## src/rtl/lrgs_pkg.sv

```systemverilog
// lrgs_pkg: widths, register indexes and shared types of the gradient step block
// no dependencies; used by lrgs_mul, lrgs_div and linear_regression_gradient_step
`default_nettype none

package lrgs_pkg;

   localparam int DATA_W   = 32;
   localparam int ACC_W    = 64;
   localparam int LR_W     = 16;
   localparam int MUL_W    = 33;
   localparam int PROD_W   = 2 * MUL_W;
   localparam int CSR_IDX_W = 2;

   localparam logic [CSR_IDX_W-1:0] CSR_WEIGHT = 2'd0;
   localparam logic [CSR_IDX_W-1:0] CSR_BIAS   = 2'd1;
   localparam logic [CSR_IDX_W-1:0] CSR_LR     = 2'd2;

   localparam logic [LR_W-1:0] LR_RESET = 16'd655;

   typedef struct packed {
      logic busy;
      logic done;
   } div_status_type;

endpackage

`default_nettype wire

```

## src/rtl/lrgs_mul.sv

```systemverilog
// lrgs_mul: shared signed 33x33 multiplier with registered product
// depends on lrgs_pkg
`default_nettype none

module lrgs_mul (
   input  wire logic                                  clock,
   input  wire logic signed [lrgs_pkg::MUL_W-1:0]     mul_a,
   input  wire logic signed [lrgs_pkg::MUL_W-1:0]     mul_b,
   output logic signed [lrgs_pkg::PROD_W-1:0]         prod
);

   logic signed [lrgs_pkg::PROD_W-1:0] prod_ff;
   logic signed [lrgs_pkg::PROD_W-1:0] prod_in;

   assign prod_in = lrgs_pkg::PROD_W'(mul_a) * lrgs_pkg::PROD_W'(mul_b);

   always_ff @(posedge clock) begin
      prod_ff <= prod_in;
   end

   assign prod = prod_ff;

endmodule

`default_nettype wire

```

## config.mk

```make
export PLATFORM = sky130hd
export DESIGN_NAME = lrgs_mul
export DESIGN_NICKNAME = d
export VERILOG_FILES = /design/src/rtl/lrgs_pkg.sv /design/src/rtl/lrgs_mul.sv
export SDC_FILE = /design/constraint.sdc
export NUM_CORES = 2
export LEC_CHECK = 0
export ABC_AREA = 1
export BUFFER_PORTS_ARGS = -buffer_cell sky130_fd_sc_hd__buf_2
export CAP_MARGIN = 10
export CORE_UTILIZATION = 40
export DETAILED_ROUTE_END_ITERATION = 6
export REMOVE_ABC_BUFFERS = 1
export SYNTH_ARGS = -nofsm -noshare
export SYNTH_HDL_FRONTEND = slang
export SYNTH_SLANG_ARGS = --single-unit
```

## constraint.sdc

```tcl
create_clock -name clock -period 10.6 [get_ports clock]
set_input_delay 1.06 -clock clock [delete_from_list [all_inputs] [get_ports clock]]
set_output_delay 1.06 -clock clock [all_outputs]
set_load 0.01 [all_outputs]
```

==> summary.md <==
| Metric | Value |
|---|---|
| Status | `completed` |
| Antenna viol nets, final | `0` |
| Clock slew at reported path FFs | `70 ps` |
| DR vias | `32500` |
| Worst hold slack | `1410 ps` |
| WL final | `122000 µm` |
| Setup Crit Path Kind | `in2reg` |
| Post-CTS Repair Setup Buffers | `0` |
| Vias in the first global route | `35400` |
| Post-synth top area cell | `fa_1` |
| Avg Vias per Cell | `4.72` |
| Synth cell count leaders | `inv_1, nand2_1, fa_1` |
| RSZ-0062 raised after global routing | `false` |
| Number of flops mapped to enable cells by yosys | `0` |
| Initial antenna violation count | `2` |
| # DRC | `0` |
| Final worst-path cycle share | `0.796` |
| Seq/Total Area, Yosys | `0.0306` |
| Max reg flops | `66` |
| Worst hold path class | `in2reg` |
| CTS tree | `done` |
| Cell variety after synth | `32` |
| Initial drt markers | `1966` |
| Cell mode on critical path | `fa_1` |
| Row cnt | `120` |
| Yosys reg bits | `66` |
| Fin crit period | `8440 ps` |
| RD Place Congestion | `0.978` |
| Nets | `6906` |
| Fmax | `118 MHz` |
| Synthesis warning total | `0` |
| Initial Utilization | `0.403` |
| # diodes | `0` |
| Layout cells sized above 1 | `0.0471` |
| Worst Max-Slew Pin Slew | `1030 ps` |
| Hold Buf Count CTS | `0` |
| Crit-path max cell delay | `1150 ps` |
| Worst Path Required | `10870 ps` |
| Grt total ovfl | `0` |
| Total CTS buffers | `9` |
| Total GRT Usage | `0.237` |
| Maximum root-to-sink buffer count | `2` |
| Setup violators final | `0` |
| # port buffers | `132` |
| Worst-path cell with the longest stage delay | `fa_1` |
| Endpoints failing hold | `0` |
| Core Box Area | `107000 µm²` |
| CTS resizes | `0` |
| Most used DFF post-synth | `dfxtp_1` |
| CTS HTree Levels | `3` |
| Die Y-Extent | `331 µm` |
| Top-level I/O count | `133` |
| Total negative slack | `0 ps` |
| Max Cap Viol | `0` |
| Post-synth ARST share | `0` |
| Drt wl/cell | `17.8 µm` |
| Die area | `109000 µm²` |
| Global-route wire length before repair | `198000 µm` |
| Clock sinks | `66` |
| Slew Limit Fails | `0` |
| CP Max Fanout | `33` |
| Detail Placement HPWL | `106000 µm` |
| Synth-to-Final Area Change | `4.88%` |
| Largest net degree at the start of global routing | `34` |
| Router iterations before antenna repair | `5` |
| CP arrival | `8710 ps` |
| Mapped Cells | `5549` |
| Kind of end point of the critical path | `register` |
| Root Driver | `clkbuf_16` |
| Slew margin rel. | `0.314` |
| Synthesized area | `43200 µm²` |
| Post-Place Cell Area | `45000 µm²` |
| Share of the synthesized area in the top cell type | `0.531` |
| Horiz. Die Dim | `331 µm` |
| Mean post-synth cell area | `7.78 µm²` |
| Cell area after layout | `45300 µm²` |
| Startpoint types | `input pin` |
| Ranking of synthesized cells by area | `fa_1, inv_1, nand2_1` |
| Count leader, synth | `inv_1` |
==> path summary, 6_finish.rpt <==
| kind | start | endpoint | slack, ps | depth (start not counted) |
|---|---|---|---|---|
| setup / recovery | mul_b[6] | prod[53] | 2160 | 25 |
| hold / removal | mul_a[0] | prod[0] | 1410 | 4 |
==> per-layer routing <==
metal  track usage  vias up  part of all wire
met2         0.405      960              0.49
li1              -    14800                 -
met1         0.318    16500              0.43
met4        0.0648        2             0.027
met5             0        -           0.00011
met3        0.0276      207             0.060
==> cells by family (layout without fill, tap and decap cells) <==
logic type | Yosys count | in the layout | share of synthesized area
fa+ha+maj | 1362 | 1362 | 0.594
simple gates | 1812 | 1812 | 0.166
buf+inv | 2165 | 2098 | 0.188
flops | 66 | 66 | 0.0306
compound gates | 105 | 105 | 0.0134
xor+xnor | 39 | 39 | 0.00791
==> layout make-up <==
type	count	area, µm²
clock buffer	10	229
inverter	1902	7140
sequential	66	1320
clock inverter	6	90.1
tap	1403	1760
timing repair buffer	180	1020
fill	10800	61800
multi-input combinational	3318	33700
==> per-stage QoR <==
stage	setup slack, ps	instances	utilization
after floorplan	3230	5286	-
after global placement	1820	6869	0.420
after detailed placement	1750	6869	0.420
after CTS	2140	6885	0.423
after global routing	1640	6885	0.423
final	2160	6885	0.423
==> critical path, delay by kind of cell <==
family | cells | cell delay [ps]
simple gates | 8 | 1180
buf+inv | 8 | 1230
fa+ha+maj | 9 | 5210
==> cell usage in the layout, fill, tap and decap left out, types with 2 or more instances in the layout <==
master	netlist	layout
nor3_1	8	8
a21oi_1	61	61
nand2_1	1523	1523
ha_1	217	217
nor4_1	5	5
o21ai_0	18	18
clkbuf_16	0	9
buf_4	0	48
nand4_1	19	19
nor2_1	125	125
nand2_2	15	15
dfxtp_1	66	66
a21oi_2	3	3
inv_2	6	6
bufinv_16	0	2
xor2_1	35	35
nor2_2	22	22
o21bai_1	12	12
and2_1	2	2
xnor2_1	4	4
nand3b_1	4	4
inv_1	1896	1896
fa_1	1145	1145
or2_2	5	5
o21ai_1	6	6
a21o_1	3	3
nand3_2	8	8
buf_2	0	132
nor2_4	4	4
nand3_1	70	70
Power is not shown: default switching activity piles up to over one toggle a cycle in this logic, so the estimate is an artifact.
