`config.mk`:
```
export PLATFORM = sky130hd
export DESIGN_NAME = lrgs_div
export DESIGN_NICKNAME = d
export VERILOG_FILES = /design/src/rtl/lrgs_pkg.sv /design/src/rtl/lrgs_div.sv
export SDC_FILE = /design/constraint.sdc
export NUM_CORES = 1
export LEC_CHECK = 0
export ABC_AREA = 1
export BUFFER_PORTS_ARGS = -buffer_cell sky130_fd_sc_hd__buf_2
export CAP_MARGIN = 15
export CELL_PAD_IN_SITES_DETAIL_PLACEMENT = 0
export CELL_PAD_IN_SITES_GLOBAL_PLACEMENT = 1
export CORE_UTILIZATION = 40
export CTS_BUF_LIST = sky130_fd_sc_hd__clkbuf_8
export CTS_CLUSTER_DIAMETER = 30
export CTS_CLUSTER_SIZE = 10
export DETAILED_ROUTE_END_ITERATION = 7
export PLACE_DENSITY = 0.85
export SLEW_MARGIN = 20
export SYNTH_ARGS = -nofsm -noshare
export SYNTH_HDL_FRONTEND = slang
export SYNTH_SLANG_ARGS = --single-unit
```
`constraint.sdc`:
```
create_clock -name clock -period 2.97 [get_ports clock]
set_input_delay 0 -clock clock [delete_from_list [all_inputs] [get_ports clock]]
set_output_delay 0 -clock clock [all_outputs]
set_load 0.005 [all_outputs]
```
`src/rtl/lrgs_pkg.sv`:
```
// lrgs_pkg: widths, register indexes and shared types of the gradient step block
// no dependencies; used by lrgs_mul, lrgs_div and linear_regression_gradient_step
`default_nettype none

package lrgs_pkg;

   localparam int DATA_W   = 32;
   localparam int ACC_W    = 64;
   localparam int LR_W     = 16;
   localparam int MUL_W    = 33;
   localparam int PROD_W   = 2 * MUL_W;
   localparam int CSR_IDX_W = 2;

   localparam logic [CSR_IDX_W-1:0] CSR_WEIGHT = 2'd0;
   localparam logic [CSR_IDX_W-1:0] CSR_BIAS   = 2'd1;
   localparam logic [CSR_IDX_W-1:0] CSR_LR     = 2'd2;

   localparam logic [LR_W-1:0] LR_RESET = 16'd655;

   typedef struct packed {
      logic busy;
      logic done;
   } div_status_type;

endpackage

`default_nettype wire

```
`src/rtl/lrgs_div.sv`:
```
// lrgs_div: radix-2 restoring divider, signed 64-bit dividend by unsigned count
// gives quotient magnitude (truncated) and sign; depends on lrgs_pkg
`default_nettype none

module lrgs_div #(
   parameter int DIVISOR_W = 11
) (
   input  wire logic                                clock,
   input  wire logic                                reset,
   input  wire logic                                start,
   input  wire logic signed [lrgs_pkg::ACC_W-1:0]   dividend,
   input  wire logic [DIVISOR_W-1:0]                divisor,
   output lrgs_pkg::div_status_type                 status,
   output logic [lrgs_pkg::ACC_W-1:0]               quotient,
   output logic                                     negative
);

   localparam int CNT_W = $clog2(lrgs_pkg::ACC_W);

   logic                            busy_ff, busy_in;
   logic                            done_ff, done_in;
   logic [CNT_W-1:0]                cnt_ff, cnt_in;
   logic [lrgs_pkg::ACC_W-1:0]      quo_ff, quo_in;
   logic [DIVISOR_W-1:0]            rem_ff, rem_in;
   logic [DIVISOR_W-1:0]            den_ff, den_in;
   logic                            neg_ff, neg_in;
   logic [DIVISOR_W:0]              trial;
   logic [DIVISOR_W:0]              trial_diff;
   logic                            fits;

   always_comb begin
      trial      = {rem_ff, quo_ff[lrgs_pkg::ACC_W-1]};
      trial_diff = trial - {1'b0, den_ff};
      fits       = trial >= {1'b0, den_ff};
      busy_in    = busy_ff;
      done_in    = 1'b0;
      cnt_in     = cnt_ff;
      quo_in     = quo_ff;
      rem_in     = rem_ff;
      den_in     = den_ff;
      neg_in     = neg_ff;
      if (start) begin
         busy_in = 1'b1;
         cnt_in  = '0;
         rem_in  = '0;
         den_in  = divisor;
         neg_in  = dividend[lrgs_pkg::ACC_W-1];
         quo_in  = dividend[lrgs_pkg::ACC_W-1] ? lrgs_pkg::ACC_W'(-dividend)
                                                : lrgs_pkg::ACC_W'(dividend);
      end else if (busy_ff) begin
         rem_in = fits ? trial_diff[DIVISOR_W-1:0] : trial[DIVISOR_W-1:0];
         quo_in = {quo_ff[lrgs_pkg::ACC_W-2:0], fits};
         cnt_in = cnt_ff + 1'b1;
         if (cnt_ff == CNT_W'(lrgs_pkg::ACC_W - 1)) begin
            busy_in = 1'b0;
            done_in = 1'b1;
         end
      end
   end

   always_ff @(posedge clock) begin
      if (reset) begin
         busy_ff <= 1'b0;
         done_ff <= 1'b0;
         cnt_ff  <= '0;
      end else begin
         busy_ff <= busy_in;
         done_ff <= done_in;
         cnt_ff  <= cnt_in;
      end
      quo_ff <= quo_in;
      rem_ff <= rem_in;
      den_ff <= den_in;
      neg_ff <= neg_in;
   end

   assign status.busy = busy_ff;
   assign status.done = done_ff;
   assign quotient    = quo_ff;
   assign negative    = neg_ff;

`ifndef SYNTH
   a_start_idle: assert property (@(posedge clock) disable iff (reset)
      start |-> !busy_ff)
      else $error("divider started while busy");
   a_done_pulse: assert property (@(posedge clock) disable iff (reset)
      done_ff |=> !done_ff)
      else $error("divider done held more than one cycle");
   a_done_after_busy: assert property (@(posedge clock) disable iff (reset)
      $rose(done_ff) |-> $past(busy_ff))
      else $error("divider done without a division running");
`endif

endmodule

`default_nettype wire

```
==> out/results.ini, run 1 <==
[outcome]
run_status = finished, final reports clean

[cts]
worst_setup_hold_path_clk_slew_ns = 0.10
cts_htree_levels = 3
postCtsHoldBufs = 23
cts_tree = built
post_cts.repair.setup_buffers = 0
post_cts.resized_instances = 0
cts_made_buffers = 9
clock_root_buffer = sky130_fd_sc_hd__clkbuf_8
maximum_buffer_depth_of_the_clock_tree = 2
numClockSinks = 95
worstSkewPairLatency_ns = 0.40

[grt]
grt_start_max_net_pins = 86
antenna_found_initial = 1
grt_first_pass_wirelength_um = 33400
gr-total-overflow = 0
global_route.usage.total_pct = 24.8
grt_pass1_vias = 6405

[final_layout]
final_cells = 1330
layout.cells.most_common_list = 337 x sky130_fd_sc_hd__nand2_1, 144 x sky130_fd_sc_hd__buf_2, 141 x sky130_fd_sc_hd__nor2_1
layout-area-overhead-vs-synth_pct = 19.9
layout.cells.most_common = sky130_fd_sc_hd__nand2_1
finish.net_count = 1200
proportion_of_layout_cells_with_a_drive_suffix_above_1_pct = 18.2

[yosys]
synth_top_flop_cell = sky130_fd_sc_hd__edfxtp_1
synth_edf_count = 76
yosysWarningCount = 0
synth_top_area_share_pct = 34.0
yosysSeqAreaShare_pct = 39.7
asyncSetResetFlopFracSynth_pct = 0
avgSynthCellArea_um2 = 7.07
synth_cell_types = 36
synth_seq_cells = 95
netlist_area_mm2 = 0.00671
synth_nets = 1042
post_synth_inst_count = 950
area_contributors_post_synth = sky130_fd_sc_hd__edfxtp_1 34%, sky130_fd_sc_hd__nand2_1 19%, sky130_fd_sc_hd__nor2_1 7.9%
yosysTopAreaCell = sky130_fd_sc_hd__edfxtp_1

[timing]
max_clock_freq_mhz = 468
final_hold_viol_count = 0
timing.clock.skew_ns = 0.0177
final.hold.worst_slack_ns = 0.0146
grt_setup_unrepaired = false
final_critical_path_setup_slack_ns = 0.835
fin_tns_setup_ns = 0
max-slew-margin-rel_pct = 39.9
report.final.slew_viol_count = 0
tightest_slew_ns = 0.898
min_period_ns = 2.13
period_share_pct = 71.9
setup_viol = 0

[critical_path]
critical_path.startpoint = quotient[63]
worstReg2RegStart = quotient[63]
r2r_slack_ns = 0.84
worstSetupStartpointType = flip-flop
worst-setup-path-type = flip-flop to flip-flop
worst_r2r_endpoint = rem_ff[7]
reg2reg_depth = 9
crit_required_ns = 3.24
worst_ep_arrival_time_ns = 2.40
worst_setup_path_endpoint = rem_ff[7]
critical_path.endpoint_type = flip-flop
crit_path_max_fanout = 13

[die]
floorplan.die.height_um = 132
ios = 145
die-area_mm2 = 0.0173
initial_utilization_pct = 41.7
die_w_um = 132
core_area_mm2 = 0.0161
std_cell_rows = 46

[route]
routed_wire_length_um = 20900
drt.antenna.violating_nets = 0
remaining_drc_errors = 0
wire_per_inst_um = 15.7
initialDrtViolationCount = 424
detailedRoute.firstPassIterationCount = 5
vias_per_cell = 5.04
vias = 6701

[flow_run]
cap_viol_max_count = 0

[placement]
placed_cells_incl_taps = 1290
buffer_ports.inserted = 144
hpwl_um = 15900
post-place-ws_ns = 0.869
gpl_wtd_cong = 0.880

[power]
irDropWorstVdd_mv = 0.216
total_leakage_power_nw = 3.56
pwr_density_cell_mw_per_mm2 = 397

[hold_path]
worst_hold_path_type = primary input to flip-flop

cell families (layout without fill, tap and decap cells):
logic type | Yosys count | count (layout) | synth area share (%)
buf+inv | 97 | 260 | 5.83
simple gates | 622 | 622 | 40.2
fa+ha+maj | 14 | 14 | 2.72
other cells | 0 | 1 | 0
flops | 95 | 95 | 39.7
xor+xnor | 33 | 33 | 4.31
compound gates | 89 | 89 | 7.29
state kept, by name, indices dropped and copies added, names as in the netlist:
register,count
den_ff,11
cnt_ff,6
done_ff,1
rem_ff,11
negative,1
quotient,64
busy_ff,1
power breakdown:
part,leakage (nW),internal [mW],switching (mW)
Sequential,0.927,1.59,0.0662
Clock,0.0838,0.313,0.524
Combinational,2.55,0.275,0.429
Total,3.56,2.17,1.02
per-stage QoR:
step                      power [mW]  util, %  instance area, µm²
after floorplan                 2.05        -                6710
after global placement          2.36     47.4                7630
after detailed placement        2.36     47.4                7630
after CTS                       3.22     49.9                8050
after global routing            3.36     49.9                8050
final                           3.19     49.9                8050
synthesized netlist by cell type, types with 3 or more instances:
library cell	count
sky130_fd_sc_hd__clkbuf_1	14
sky130_fd_sc_hd__xnor2_1	16
sky130_fd_sc_hd__inv_1	68
sky130_fd_sc_hd__or2_0	3
sky130_fd_sc_hd__ha_1	13
sky130_fd_sc_hd__o21ai_2	5
sky130_fd_sc_hd__o21ai_1	7
sky130_fd_sc_hd__nand2_1	337
sky130_fd_sc_hd__a21oi_1	16
sky130_fd_sc_hd__a31oi_1	5
sky130_fd_sc_hd__nand2_4	4
sky130_fd_sc_hd__dfxtp_1	19
sky130_fd_sc_hd__nand4_1	30
sky130_fd_sc_hd__buf_1	3
sky130_fd_sc_hd__buf_2	7
sky130_fd_sc_hd__nor2_4	7
sky130_fd_sc_hd__xor2_1	17
sky130_fd_sc_hd__nor2_2	6
sky130_fd_sc_hd__nand3_1	62
sky130_fd_sc_hd__nand3_2	4
sky130_fd_sc_hd__nor3_1	8
sky130_fd_sc_hd__nand3b_1	12
sky130_fd_sc_hd__edfxtp_1	76
sky130_fd_sc_hd__buf_4	5
sky130_fd_sc_hd__nand2_2	4
sky130_fd_sc_hd__nor2_1	141
sky130_fd_sc_hd__o21ai_0	52
per-layer routing:
metal  up-vias  wire [µm]  track usage (%)
met2       174       9630             40.2
li1       3437          -                -
met4         0        397             7.95
met1      3065       9850             33.7
met5         -          0                0
met3        25       1060             3.74
worst max-delay path, stage by stage (launching register included):
cell	delay, ns
sky130_fd_sc_hd__edfxtp_1	0.37
sky130_fd_sc_hd__inv_1	0.06
sky130_fd_sc_hd__ha_1	0.22
sky130_fd_sc_hd__fa_1	0.45
sky130_fd_sc_hd__o21ai_2	0.24
sky130_fd_sc_hd__nand3_1	0.13
sky130_fd_sc_hd__nand3_2	0.27
sky130_fd_sc_hd__nand2_1	0.09
sky130_fd_sc_hd__nand3_1	0.08
sky130_fd_sc_hd__o21ai_0	0.09
worst min path at each step:
stage | from | endpoint | slack (ns) | depth (start not counted)
after detailed placement | divisor[2] | den_ff[2] | 0.18 | 1
after global routing | dividend[13] | quotient[13] | 0.02 | 3
final | dividend[14] | quotient[14] | 0.01 | 3
after CTS | dividend[23] | quotient[23] | 0.001 | 4
after floorplan | divisor[0] | den_ff[0] | 0.1 | 0
after global placement | divisor[4] | den_ff[4] | 0.18 | 1
area by class of cell:
class	instances	area [µm²]
antenna	1	2.50
clock buffer	9	124
clock inverter	7	56.3
fill	1712	8070
inverter	68	255
multi-input combinational	758	3660
sequential	95	2660
tap	216	270
timing repair buffer	176	1020
Power figures use the tool's default switching activity.
==> run 2: changes to the inputs <==
==> constraint.sdc (replaced) <==
create_clock -name clock -period 2.1 [get_ports clock]
set_input_delay 0 -clock clock [delete_from_list [all_inputs] [get_ports clock]]
set_output_delay 0 -clock clock [all_outputs]
set_load 0.005 [all_outputs]
==> run 2 against run 1 <==
Net effect:
- via count is 0.25% lower
- sequential share of layout area down 0.42 points
- register-to-register slack got worse by 0.71 ns
- hold slack improved by 0.0018 ns
- total power rose by 46%
- clock skew fell by 0.0085 ns
==> out/results.ini, run 2 (synthesized netlist as in run 1, its figures left out) <==
[route]
met1Wirelength_um = 9950  ; +1.0%
route.top_layer_used = met4
initialDrtViolationCount = 529  ; +25%
dr_wl_met3_um = 1260  ; +19%
vias_per_cell = 5.00  ; -0.70%
remaining_drc_errors = 0  ; unchanged
wire_per_inst_um = 16.0  ; +1.6%
detailedRoute.firstPassIterationCount = 5  ; unchanged
wl_met2_um = 9880  ; +2.6%
drt.antenna.violating_nets = 0  ; unchanged
routed_wire_length_um = 21400  ; +2.0%
vias = 6684  ; -0.25%

[placement]
placed_cells_incl_taps = 1301  ; +0.85%
post-place-ws_ns = 0.0635  ; -0.805 ns
buffer_ports.inserted = 144  ; unchanged
hpwl_um = 16500  ; +3.7%
gpl_wtd_cong = 0.866  ; -1.6%

[die]
die-area_mm2 = 0.0173  ; unchanged
die_w_um = 132  ; unchanged
core_area_mm2 = 0.0161  ; unchanged
ios = 145  ; unchanged
std_cell_rows = 46  ; unchanged
floorplan.die.height_um = 132  ; unchanged
initial_utilization_pct = 41.7  ; unchanged

[critical_path]
crit_required_ns = 2.38  ; -0.86 ns
worst_ep_arrival_time_ns = 2.25  ; -0.15 ns
worst-setup-path-type = flip-flop to flip-flop
worstSetupStartpointType = flip-flop
crit_path_max_fanout = 7  ; -6
critical_path.endpoint_type = flip-flop

[final_layout]
layout-area-overhead-vs-synth_pct = 21.4
final_cells = 1336  ; +0.45%
proportion_of_layout_cells_with_a_drive_suffix_above_1_pct = 19.2  ; +0.96 points
layout.cells.most_common_list = 337 x sky130_fd_sc_hd__nand2_1, 144 x sky130_fd_sc_hd__buf_2, 140 x sky130_fd_sc_hd__nor2_1
final_core_util_pct = 50.6  ; +0.64 points
layout.cells.most_common = sky130_fd_sc_hd__nand2_1
finish.net_count = 1207  ; +0.58%
largest_reg_flops = 64  ; unchanged
n_antenna_cell = 0  ; -1

[cts]
cts_tree = built
worstSkewPairLatency_ns = 0.40  ; about the same
worst_setup_hold_path_clk_slew_ns = 0.09  ; about the same
cts_made_buffers = 9  ; unchanged
clock_root_buffer = sky130_fd_sc_hd__clkbuf_8
cts_htree_levels = 3  ; unchanged
maximum_buffer_depth_of_the_clock_tree = 2  ; unchanged
numClockSinks = 95  ; unchanged

[timing]
setup_viol = 0  ; unchanged
max_clock_freq_mhz = 507  ; +8.2%
report.final.slew_viol_count = 0  ; unchanged
grt_setup_unrepaired = false
tightest_slew_ns = 0.561  ; -0.337 ns
timing.clock.skew_ns = 0.00921  ; -0.00848 ns
fin_tns_setup_ns = 0  ; unchanged
period_share_pct = 93.9  ; +22 points
final_hold_viol_count = 0  ; unchanged
min_period_ns = 1.97  ; -0.162 ns
final_critical_path_setup_slack_ns = 0.127  ; -0.708 ns
max-slew-margin-rel_pct = 62.2  ; +22 points

[power]
irDropWorstVdd_mv = 0.317  ; +47%
total_leakage_power_nw = 3.64  ; +2.3%
pwr_density_cell_mw_per_mm2 = 571  ; +44%
p_total_mw = 4.65  ; +46%

[grt]
gr-total-overflow = 0  ; unchanged
grt_pass1_vias = 6431  ; +0.41%
global_route.usage.total_pct = 25.0  ; +0.21 points
antenna_found_initial = 0  ; -1
grt_start_max_net_pins = 86  ; unchanged
grt_first_pass_wirelength_um = 33800  ; +1.0%

[hold_path]
worst_hold_path_type = primary input to flip-flop

[outcome]
run_status = finished, final reports clean

[flow_run]
cap_viol_max_count = 0  ; unchanged

## run 2: path summary, 6_finish.rpt
kind | from | end | slack [ns] | cells after the start
max | quotient[63] | rem_ff[5] | 0.13 | 10
min | dividend[30] | quotient[30] | 0.02 | 4
max reg2reg | quotient[63] | rem_ff[5] | 0.13 | 10
min reg2reg | rem_ff[6] | rem_ff[6] | 0.48 | 2
## run 2: cell type report
type,instances,area (µm²)
flip-flops and latches,95,2660
well taps,216,270
clock buffers,11,151
inverters,68,259
multi-input cells,758,3660
clock inverters,5,50.0
repair buffers,183,1090
fillers,1713,7960
## run 2: where the power goes
part	internal (mW)	total, mW	switching [mW]	leakage, nW
combinational	0.406	1.02	0.618	2.60
sequential	2.24	2.34	0.0942	0.927
clock	0.606	1.29	0.682	0.113
total	3.26	4.65	1.39	3.64
## run 2: per-layer routing
| layer | vias up | GRT usage [%] |
|---|---|---|
| li1 | 3449 | - |
| met1 | 3024 | 33.6 |
| met2 | 193 | 41.3 |
| met3 | 18 | 4.28 |
| met4 | 0 | 6.40 |
| met5 | - | 0 |
## run 2: timing repair
| item | in CTS | in global routing |
|---|---|---|
| hold buffers | 17 | 0 |
| endpoints found under the setup margin | 0 | 6 |
| setup buffers | 0 | 2 |
| gates resized for setup | 0 | 1 |
| endpoints found under the hold margin | 21 | 0 |
## run 2: critical path, cell delays in order (launching register included)
cell and delay (ns):
sky130_fd_sc_hd__edfxtp_1 0.37, sky130_fd_sc_hd__inv_1 0.06, sky130_fd_sc_hd__ha_1 0.22, sky130_fd_sc_hd__fa_1 0.40, sky130_fd_sc_hd__o21ai_2 0.17, sky130_fd_sc_hd__nand3_1 0.12
sky130_fd_sc_hd__nand3_2 0.19, sky130_fd_sc_hd__buf_4 0.14, sky130_fd_sc_hd__nand2_1 0.04, sky130_fd_sc_hd__nand3_1 0.06, sky130_fd_sc_hd__o21ai_0 0.08
## run 2: per-stage QoR
step                      area [µm²]  hold slack, ns
after global routing            8150          0.0152
after global placement          7760           0.177
after floorplan                 6720          0.0989
after detailed placement        7760           0.178
final                           8150          0.0164
after CTS                       8130         0.00291
